===== config.mk =====
export PLATFORM = sky130hd
export DESIGN_NAME = box_iou
export DESIGN_NICKNAME = d
export VERILOG_FILES = /design/src/iou_pkg.sv /design/src/iou_geom.sv /design/src/iou_area.sv /design/src/iou_div.sv /design/src/box_iou.sv
export SDC_FILE = /design/constraint.sdc
export NUM_CORES = 2
export LEC_CHECK = 0
export BUFFER_PORTS_ARGS = -buffer_cell sky130_fd_sc_hd__buf_2
export CAP_MARGIN = 20
export CORE_MARGIN = 2
export CORE_UTILIZATION = 45
export DETAILED_ROUTE_END_ITERATION = 8
export PLACE_DENSITY_LB_ADDON = 0.05
export SLEW_MARGIN = 10
export SYNTH_ARGS = -nofsm -noshare
export SYNTH_HDL_FRONTEND = slang
export SYNTH_SLANG_ARGS = --single-unit

===== constraint.sdc =====
create_clock -name clock -period 13.09 [get_ports clock]
set_input_delay 3.2725 -clock clock [delete_from_list [all_inputs] [get_ports clock]]
set_output_delay 3.2725 -clock clock [all_outputs]
set_load 0.02 [all_outputs]

===== src/iou_pkg.sv =====
// ----------------------------------------------------------------------------
// iou_pkg
// Shared types and default sizes for the box intersection-over-union pipeline.
// ----------------------------------------------------------------------------
package iou_pkg;

   // Default coordinate width (two's complement) and fraction width of the ratio
   localparam int unsigned COORD_BITS_DEF = 16;
   localparam int unsigned FRAC_BITS_DEF  = 16;

   // Control that travels with each beat down the pipeline
   typedef struct packed {
      logic valid;
      logic hit;
   } iou_ctl_type;

endpackage
// ----------------------------------------------------------------------------


===== src/iou_geom.sv =====
// ----------------------------------------------------------------------------
// iou_geom
// First stage: box widths and heights clamped at zero, and the overlap extent.
// ----------------------------------------------------------------------------
module iou_geom #(
   parameter int unsigned COORD_BITS = iou_pkg::COORD_BITS_DEF
) (
   input  logic                         clock,
   input  logic                         reset,
   input  logic                         in_valid,
   input  logic signed [COORD_BITS-1:0] a_left,
   input  logic signed [COORD_BITS-1:0] a_top,
   input  logic signed [COORD_BITS-1:0] a_right,
   input  logic signed [COORD_BITS-1:0] a_bottom,
   input  logic signed [COORD_BITS-1:0] b_left,
   input  logic signed [COORD_BITS-1:0] b_top,
   input  logic signed [COORD_BITS-1:0] b_right,
   input  logic signed [COORD_BITS-1:0] b_bottom,
   output iou_pkg::iou_ctl_type         ctl,
   output logic [COORD_BITS-1:0]        wid_a,
   output logic [COORD_BITS-1:0]        hgt_a,
   output logic [COORD_BITS-1:0]        wid_b,
   output logic [COORD_BITS-1:0]        hgt_b,
   output logic [COORD_BITS-1:0]        wid_i,
   output logic [COORD_BITS-1:0]        hgt_i
);

   localparam int unsigned C = COORD_BITS;

   // hi - lo when positive, else zero; the result always fits in C bits
   function automatic logic [C-1:0] span(input logic signed [C-1:0] lo,
                                         input logic signed [C-1:0] hi);
      logic [C:0] d;
      begin
         d = {hi[C-1], hi} - {lo[C-1], lo};
         span = (!d[C] && (d != '0)) ? d[C-1:0] : '0;
      end
   endfunction

   logic signed [C-1:0] x1, y1, x2, y2;
   iou_pkg::iou_ctl_type ctl_in, ctl_ff;
   logic [C-1:0] wid_a_in, hgt_a_in, wid_b_in, hgt_b_in, wid_i_in, hgt_i_in;
   logic [C-1:0] wid_a_ff, hgt_a_ff, wid_b_ff, hgt_b_ff, wid_i_ff, hgt_i_ff;

   always_comb begin
      x1 = (a_left > b_left) ? a_left : b_left;
      y1 = (a_top > b_top) ? a_top : b_top;
      x2 = (a_right < b_right) ? a_right : b_right;
      y2 = (a_bottom < b_bottom) ? a_bottom : b_bottom;

      wid_a_in = span(a_left, a_right);
      hgt_a_in = span(a_top, a_bottom);
      wid_b_in = span(b_left, b_right);
      hgt_b_in = span(b_top, b_bottom);
      wid_i_in = span(x1, x2);
      hgt_i_in = span(y1, y2);

      ctl_in.valid = in_valid;
      ctl_in.hit   = (wid_i_in != '0) && (hgt_i_in != '0);
   end

   always_ff @(posedge clock) begin
      if (reset) begin
         ctl_ff <= '0;
      end else begin
         ctl_ff <= ctl_in;
      end
   end

   always_ff @(posedge clock) begin
      wid_a_ff <= wid_a_in;
      hgt_a_ff <= hgt_a_in;
      wid_b_ff <= wid_b_in;
      hgt_b_ff <= hgt_b_in;
      wid_i_ff <= wid_i_in;
      hgt_i_ff <= hgt_i_in;
   end

   assign ctl   = ctl_ff;
   assign wid_a = wid_a_ff;
   assign hgt_a = hgt_a_ff;
   assign wid_b = wid_b_ff;
   assign hgt_b = hgt_b_ff;
   assign wid_i = wid_i_ff;
   assign hgt_i = hgt_i_ff;

endmodule
// ----------------------------------------------------------------------------


===== src/iou_area.sv =====
// ----------------------------------------------------------------------------
// iou_area
// Two stages: the three area products, then the union of the two boxes.
// ----------------------------------------------------------------------------
module iou_area #(
   parameter int unsigned COORD_BITS = iou_pkg::COORD_BITS_DEF
) (
   input  logic                        clock,
   input  logic                        reset,
   input  iou_pkg::iou_ctl_type        in_ctl,
   input  logic [COORD_BITS-1:0]       wid_a,
   input  logic [COORD_BITS-1:0]       hgt_a,
   input  logic [COORD_BITS-1:0]       wid_b,
   input  logic [COORD_BITS-1:0]       hgt_b,
   input  logic [COORD_BITS-1:0]       wid_i,
   input  logic [COORD_BITS-1:0]       hgt_i,
   output iou_pkg::iou_ctl_type        out_ctl,
   output logic [2*COORD_BITS-1:0]     inter,
   output logic [2*COORD_BITS:0]       uni
);

   localparam int unsigned A = 2 * COORD_BITS;

   iou_pkg::iou_ctl_type mul_ctl_ff, sum_ctl_ff;
   logic [A-1:0] area_a_in, area_b_in, area_i_in;
   logic [A-1:0] area_a_ff, area_b_ff, area_i_ff;
   logic [A:0]   uni_in, uni_ff;
   logic [A-1:0] inter_ff;

   always_comb begin
      area_a_in = A'(wid_a) * A'(hgt_a);
      area_b_in = A'(wid_b) * A'(hgt_b);
      area_i_in = A'(wid_i) * A'(hgt_i);
      // union never drops below the overlap, so no wrap here
      uni_in    = (A+1)'(area_a_ff) + (A+1)'(area_b_ff) - (A+1)'(area_i_ff);
   end

   always_ff @(posedge clock) begin
      if (reset) begin
         mul_ctl_ff <= '0;
         sum_ctl_ff <= '0;
      end else begin
         mul_ctl_ff <= in_ctl;
         sum_ctl_ff <= mul_ctl_ff;
      end
   end

   always_ff @(posedge clock) begin
      area_a_ff <= area_a_in;
      area_b_ff <= area_b_in;
      area_i_ff <= area_i_in;
      uni_ff    <= uni_in;
      inter_ff  <= area_i_ff;
   end

   assign out_ctl = sum_ctl_ff;
   assign inter   = inter_ff;
   assign uni     = uni_ff;

endmodule
// ----------------------------------------------------------------------------


===== src/iou_div.sv =====
// ----------------------------------------------------------------------------
// iou_div
// Pipelined restoring divider: one quotient bit per stage, FRAC_BITS+1 stages,
// giving floor(num * 2^FRAC_BITS / den) for num <= den.
// ----------------------------------------------------------------------------
module iou_div #(
   parameter int unsigned NUM_BITS  = 2 * iou_pkg::COORD_BITS_DEF,
   parameter int unsigned FRAC_BITS = iou_pkg::FRAC_BITS_DEF
) (
   input  logic                   clock,
   input  logic                   reset,
   input  iou_pkg::iou_ctl_type   in_ctl,
   input  logic [NUM_BITS-1:0]    num,
   input  logic [NUM_BITS:0]      den,
   output iou_pkg::iou_ctl_type   out_ctl,
   output logic [FRAC_BITS:0]     quo
);

   localparam int unsigned RW     = NUM_BITS + 1;   // remainder stays below den
   localparam int unsigned STAGES = FRAC_BITS + 1;

   iou_pkg::iou_ctl_type ctl_in [STAGES];
   iou_pkg::iou_ctl_type ctl_ff [STAGES];
   logic [RW:0]          trial  [STAGES];
   logic [RW:0]          diff   [STAGES];
   logic [STAGES-1:0]    take;
   logic [RW-1:0]        den_in [STAGES];
   logic [RW-1:0]        den_ff [STAGES];
   logic [RW-1:0]        rem_in [STAGES];
   logic [RW-1:0]        rem_ff [STAGES];
   logic [FRAC_BITS:0]   quo_in [STAGES];
   logic [FRAC_BITS:0]   quo_ff [STAGES];

   always_comb begin
      ctl_in[0] = in_ctl;
      den_in[0] = den;
      trial[0]  = (RW+1)'(num);
      for (int k = 1; k < STAGES; k++) begin
         ctl_in[k] = ctl_ff[k-1];
         den_in[k] = den_ff[k-1];
         trial[k]  = {rem_ff[k-1], 1'b0};
      end
      // subtract the divisor wherever the shifted remainder covers it
      for (int k = 0; k < STAGES; k++) begin
         diff[k]   = trial[k] - {1'b0, den_in[k]};
         take[k]   = !diff[k][RW];
         rem_in[k] = take[k] ? diff[k][RW-1:0] : trial[k][RW-1:0];
      end
      quo_in[0] = {{FRAC_BITS{1'b0}}, take[0]};
      for (int k = 1; k < STAGES; k++) begin
         quo_in[k] = {quo_ff[k-1][FRAC_BITS-1:0], take[k]};
      end
   end

   always_ff @(posedge clock) begin
      if (reset) begin
         for (int k = 0; k < STAGES; k++)
            ctl_ff[k] <= '0;
      end else begin
         for (int k = 0; k < STAGES; k++)
            ctl_ff[k] <= ctl_in[k];
      end
   end

   always_ff @(posedge clock) begin
      for (int k = 0; k < STAGES; k++) begin
         den_ff[k] <= den_in[k];
         rem_ff[k] <= rem_in[k];
         quo_ff[k] <= quo_in[k];
      end
   end

   assign out_ctl = ctl_ff[STAGES-1];
   assign quo     = quo_ff[STAGES-1];

endmodule
// ----------------------------------------------------------------------------


===== src/box_iou.sv =====
// ----------------------------------------------------------------------------
// box_iou
// Intersection over union of two axis-aligned integer boxes, Q1.FRAC_BITS.
// ----------------------------------------------------------------------------
// A box pair is taken on every cycle that start is high; busy never rises.
// Each pair gives one result, shown for a single cycle with rsp_valid high;
// the receiver cannot hold it, so it must capture the beat in that cycle.
// The pair passes a span stage, a product stage, a union stage, the divider,
// which resolves one quotient bit per stage, and the output register.
// rsp_overlap_ratio is floor(inter * 2^FRAC_BITS / union), 2^FRAC_BITS for
// identical non-empty boxes; both outputs are zero when the boxes do not overlap.
// ----------------------------------------------------------------------------
module box_iou #(
   parameter int unsigned COORD_BITS = iou_pkg::COORD_BITS_DEF,
   parameter int unsigned FRAC_BITS  = iou_pkg::FRAC_BITS_DEF
) (
   input  logic                         clock,
   input  logic                         reset,
   input  logic                         start,
   output logic                         busy,
   input  logic signed [COORD_BITS-1:0] req_a_left,
   input  logic signed [COORD_BITS-1:0] req_a_top,
   input  logic signed [COORD_BITS-1:0] req_a_right,
   input  logic signed [COORD_BITS-1:0] req_a_bottom,
   input  logic signed [COORD_BITS-1:0] req_b_left,
   input  logic signed [COORD_BITS-1:0] req_b_top,
   input  logic signed [COORD_BITS-1:0] req_b_right,
   input  logic signed [COORD_BITS-1:0] req_b_bottom,
   output logic                         rsp_valid,
   output logic [FRAC_BITS:0]           rsp_overlap_ratio,
   output logic                         rsp_has_overlap
);

   localparam int unsigned C = COORD_BITS;
   localparam int unsigned A = 2 * COORD_BITS;

   iou_pkg::iou_ctl_type geom_ctl, area_ctl, div_ctl;
   logic [C-1:0]       wid_a, hgt_a, wid_b, hgt_b, wid_i, hgt_i;
   logic [A-1:0]       inter;
   logic [A:0]         uni;
   logic [FRAC_BITS:0] quo;

   logic               valid_ff, valid_in;
   logic               hit_ff, hit_in;
   logic [FRAC_BITS:0] ratio_ff, ratio_in;

   // the pipeline never stalls
   assign busy = 1'b0;

   iou_geom #(
      .COORD_BITS (COORD_BITS)
   ) u_geom (
      .clock    (clock),
      .reset    (reset),
      .in_valid (start),
      .a_left   (req_a_left),
      .a_top    (req_a_top),
      .a_right  (req_a_right),
      .a_bottom (req_a_bottom),
      .b_left   (req_b_left),
      .b_top    (req_b_top),
      .b_right  (req_b_right),
      .b_bottom (req_b_bottom),
      .ctl      (geom_ctl),
      .wid_a    (wid_a),
      .hgt_a    (hgt_a),
      .wid_b    (wid_b),
      .hgt_b    (hgt_b),
      .wid_i    (wid_i),
      .hgt_i    (hgt_i)
   );

   iou_area #(
      .COORD_BITS (COORD_BITS)
   ) u_area (
      .clock   (clock),
      .reset   (reset),
      .in_ctl  (geom_ctl),
      .wid_a   (wid_a),
      .hgt_a   (hgt_a),
      .wid_b   (wid_b),
      .hgt_b   (hgt_b),
      .wid_i   (wid_i),
      .hgt_i   (hgt_i),
      .out_ctl (area_ctl),
      .inter   (inter),
      .uni     (uni)
   );

   iou_div #(
      .NUM_BITS  (A),
      .FRAC_BITS (FRAC_BITS)
   ) u_div (
      .clock   (clock),
      .reset   (reset),
      .in_ctl  (area_ctl),
      .num     (inter),
      .den     (uni),
      .out_ctl (div_ctl),
      .quo     (quo)
   );

   always_comb begin
      valid_in = div_ctl.valid;
      hit_in   = div_ctl.hit;
      // drop the quotient when there is no overlap
      ratio_in = div_ctl.hit ? quo : '0;
   end

   always_ff @(posedge clock) begin
      if (reset) begin
         valid_ff <= 1'b0;
      end else begin
         valid_ff <= valid_in;
      end
   end

   always_ff @(posedge clock) begin
      hit_ff   <= hit_in;
      ratio_ff <= ratio_in;
   end

   assign rsp_valid         = valid_ff;
   assign rsp_has_overlap   = hit_ff;
   assign rsp_overlap_ratio = ratio_ff;

endmodule
// ----------------------------------------------------------------------------


==> results_tabular.tex <==
\begin{tabular}{lr}
\hline
Metric & Value \\
\hline
\multicolumn{2}{l}{\textbf{Floorplanning}} \\
Width of the chip & 476 um \\
Cell Rows & 173 \\
CORE AREA & 222000 um2 \\
Area of the die & 227000 um2 \\
Initial core utilization & 45.2\% \\
Height of the die & 476 um \\
Number of I/O pins & 151 \\
\multicolumn{2}{l}{\textbf{Status}} \\
Outcome & finished, final reports clean \\
\multicolumn{2}{l}{\textbf{Drt}} \\
Total iterations of the first detailed-routing run & 5 \\
\# DRC & 0 \\
Via density per instance & 5.16 \\
Detailed-route wire length & 256000 um \\
Detailed-route wire length per cell & 18.2 um \\
1st-iter DRT viols & 3246 \\
DR vias & 72300 \\
Post-detailed-route count of antenna-violating nets & 0 \\
\multicolumn{2}{l}{\textbf{CTS}} \\
Total CTS buffers & 171 \\
PostCTS Resize Cnt & 0 \\
Buffer levels on the longest clock path & 3 \\
Clock-pin slew reported for the worst setup and hold paths after clock tree synthesis & 0.06 ns \\
Sink Count & 1525 \\
Clk Tree Root Cell & sky130\_fd\_sc\_hd\_\_clkbuf\_16 \\
Clock H-tree levels & 4 \\
Clock tree from TritonCTS & built \\
Number of buffers inserted by post-CTS setup repair & 0 \\
Clock insertion delay at the later pin of the skew report & 0.82 ns \\
Number of hold buffers added after cts & 0 \\
\multicolumn{2}{l}{\textbf{GRT}} \\
Overall fraction of global-route tracks in use & 22.5\% \\
Vias in the first global route & 74600 \\
Number of antenna violations at the first check in global routing & 22 \\
Pin count of the biggest net entering global routing & 42 \\
Wire length of the first global-routing pass & 410000 um \\
Most used routing layer in global routing & met2 \\
Grt met1 use & 28.9\% \\
Aggregate global routing overflow & 0 \\
M2 GR Usage & 38.2\% \\
Met3 global-route usage & 2.55\% \\
\multicolumn{2}{l}{\textbf{Worst setup path}} \\
Largest fanout of any net on the critical path & 16 \\
Arrival time reported for the critical path endpoint & 9.44 ns \\
Library cell contributing the largest single delay on the critical path & sky130\_fd\_sc\_hd\_\_or4\_1 \\
Sort of element at the end of the critical path & flop \\
Setup slack of the worst register-to-register path & 5.76 ns \\
Category of cells accounting for the largest share of critical-path delay & compound AO/OA/AOI/OAI gates \\
Required time at the endpoint of the critical path & 13.74 ns \\
Nature of the critical path startpoint & primary input \\
CP dominant cell by count & sky130\_fd\_sc\_hd\_\_a21oi\_1 \\
Peak per-stage delay on the critical path & 0.59 ns \\
Critical path type & primary input to flop \\
Sum of buffers and inverters on the critical path & 3 \\
\multicolumn{2}{l}{\textbf{STA}} \\
Max Slew Vio Count & 0 \\
Worst slew pin tran & 1.10 ns \\
Minimum period implied by the final worst setup slack & 8.79 ns \\
Period utilization & 67.1\% \\
Headroom to the max-slew limit & 26.0\% \\
Setup violation total in the final timing report & 0 \\
Setup TNS after final layout & 0 ns \\
Fin. Hold Viols & 0 \\
FMAX & 0.114 GHz \\
RSZ-0062 raised after global routing & false \\
Skew final & 0.0674 ns \\
\multicolumn{2}{l}{\textbf{Logic synthesis}} \\
Sequential-to-total area share from yosys stat & 30.4\% \\
Count of mapped cells out of synthesis & 10700 \\
EDFF count, synth & 0 \\
Average cell area after synthesis & 9.37 um2 \\
Top flip-flop cell by instance count after synthesis & sky130\_fd\_sc\_hd\_\_dfxtp\_1 \\
Yosys Warn Count & 0 \\
Register bit count reported by yosys & 1525 \\
Number of nets in the synthesized netlist & 12500 \\
Cell area after synthesis & 100000 um2 \\
Share of synthesized registers carrying an async set or reset & 0\% \\
Number of distinct library cells after synthesis & 106 \\
\multicolumn{2}{l}{\textbf{Layout}} \\
Final cell utilization of the core & 49.8\% \\
Synthesis-to-finish area growth & 10.1\% \\
Fillers & 20900 \\
Number of nets in the finished design & 12700 \\
Share of cells above drive strength 1 & 9.16\% \\
\multicolumn{2}{l}{\textbf{Place}} \\
Post-detail-place hpwl & 206000 um \\
\# port buffers & 149 \\
Placer's final routability congestion estimate & 0.915 \\
\multicolumn{2}{l}{\textbf{Hold path}} \\
Hold Crit Class & flop to flop \\
\multicolumn{2}{l}{\textbf{Run}} \\
Number of maximum-capacitance constraint violations & 0 \\
\hline
\end{tabular}
-- final cells by class --
type,instances,area [um2],share of cell area [%]
multi-input combinational,7248,62500,56.6
inverter,1729,6490,5.88
tap,2975,3720,3.37
timing repair buffer,183,1000,0.908
antenna,44,110,0.0997
clock buffer,228,4750,4.31
sequential,1525,30500,27.6
clock inverter,89,1310,1.18
-- Yosys cell counts (28+ instances only) --
library cell,instances,share of area (%)
sky130_fd_sc_hd__o31ai_1,54,0.40
sky130_fd_sc_hd__mux2i_1,80,0.80
sky130_fd_sc_hd__a21boi_0,43,0.32
sky130_fd_sc_hd__nand2_1,633,2.4
sky130_fd_sc_hd__fa_1,636,13
sky130_fd_sc_hd__nor2_1,485,1.8
sky130_fd_sc_hd__mux2_2,432,4.8
sky130_fd_sc_hd__ha_1,1047,13
sky130_fd_sc_hd__o211ai_1,42,0.31
sky130_fd_sc_hd__a21o_1,295,2.2
sky130_fd_sc_hd__buf_2,28,0.14
sky130_fd_sc_hd__o21a_1,144,1.1
sky130_fd_sc_hd__o21ai_0,348,1.7
sky130_fd_sc_hd__nor2b_1,174,1.1
sky130_fd_sc_hd__and2_1,496,3.1
sky130_fd_sc_hd__nand3_1,130,0.65
sky130_fd_sc_hd__inv_1,1727,6.5
sky130_fd_sc_hd__or3_1,44,0.27
sky130_fd_sc_hd__and3_1,68,0.42
sky130_fd_sc_hd__xor2_1,181,1.6
sky130_fd_sc_hd__nor3_1,147,0.73
sky130_fd_sc_hd__nand2b_1,107,0.67
sky130_fd_sc_hd__a31oi_1,65,0.41
sky130_fd_sc_hd__a211oi_1,66,0.49
sky130_fd_sc_hd__xnor2_1,389,3.4
sky130_fd_sc_hd__nand4_1,60,0.37
sky130_fd_sc_hd__o21bai_1,71,0.53
sky130_fd_sc_hd__dfxtp_1,1525,30
sky130_fd_sc_hd__a21oi_1,563,2.8
sky130_fd_sc_hd__clkbuf_1,151,0.57
-- layer usage --
layer | up-vias | share of wire [%]
met2 | 1310 | 47
li1 | 35900 | -
met5 | - | 0.0051
met3 | 431 | 3.3
met4 | 2 | 4.2
met1 | 34700 | 45
-- cell families after synthesis --
logic type	count (synthesis)	share of synthesized area [%]
simple gates	2463	12.4
compound gates	1984	12.9
xor+xnor	571	4.99
flops	1525	30.4
other cells	1	0.00374
mux	546	6.12
fa+ha+maj	1683	25.8
buf+inv	1929	7.36
-- stage by stage --
step,area (um2),std cells,worst slack [ns],hold slack [ns]
after global routing,110000,14000,3.97,0.308
after global placement,104000,13700,3.41,0.310
after CTS,110000,14000,4.35,0.304
after floorplan,100000,10700,4.35,0.310
final,110000,14000,4.30,0.307
after detailed placement,104000,13700,3.50,0.312
-- registers in the layout, summed over array words and instances (netlist names), 2 cells and up --
register	flops
u_area.mul_ctl_ff	2
u_div.ctl_ff	34
u_area.area_a_ff	32
u_geom.hgt_b	16
u_div.rem_ff	528
rsp_overlap_ratio	17
u_geom.wid_i	16
u_area.out_ctl	2
u_area.area_b_ff	32
u_area.inter	32
u_area.uni	33
u_geom.hgt_a	16
u_geom.ctl	2
u_geom.wid_a	16
u_geom.wid_b	16
u_area.area_i_ff	32
u_div.den_ff	528
u_geom.hgt_i	16
u_div.quo_ff	153
-- path summary, 6_finish.rpt --
check / start / end / depth (start not counted)
max: req_b_top[1] / u_geom.hgt_i[3] / 26
max reg2reg: u_geom.wid_i[7] / u_area.area_i_ff[18] / 22
min reg2reg: u_div.den_ff[0][492] / u_div.den_ff[0][525] / 0
min: u_div.den_ff[0][492] / u_div.den_ff[0][525] / 0
-- placed cells by master (no fill, tap or decap), types with 144 or more instances in the layout --
cell | netlist | layout
sky130_fd_sc_hd__and2_1 | 496 | 496
sky130_fd_sc_hd__a21o_1 | 295 | 295
sky130_fd_sc_hd__nor2b_1 | 174 | 174
sky130_fd_sc_hd__mux2_2 | 432 | 432
sky130_fd_sc_hd__dfxtp_1 | 1525 | 1525
sky130_fd_sc_hd__xor2_1 | 181 | 179
sky130_fd_sc_hd__ha_1 | 1047 | 1047
sky130_fd_sc_hd__fa_1 | 636 | 636
sky130_fd_sc_hd__nor3_1 | 147 | 147
sky130_fd_sc_hd__buf_2 | 28 | 149
sky130_fd_sc_hd__nor2_1 | 485 | 485
sky130_fd_sc_hd__xnor2_1 | 389 | 386
sky130_fd_sc_hd__inv_1 | 1727 | 1727
sky130_fd_sc_hd__nand2_1 | 633 | 633
sky130_fd_sc_hd__a21oi_1 | 563 | 563
sky130_fd_sc_hd__o21ai_0 | 348 | 348
sky130_fd_sc_hd__o21a_1 | 144 | 144
sky130_fd_sc_hd__clkbuf_16 | 0 | 172
Power is left out: the tool's default activity adds up to more than one toggle a clock period on the data nets, which glitch-free logic cannot reach.
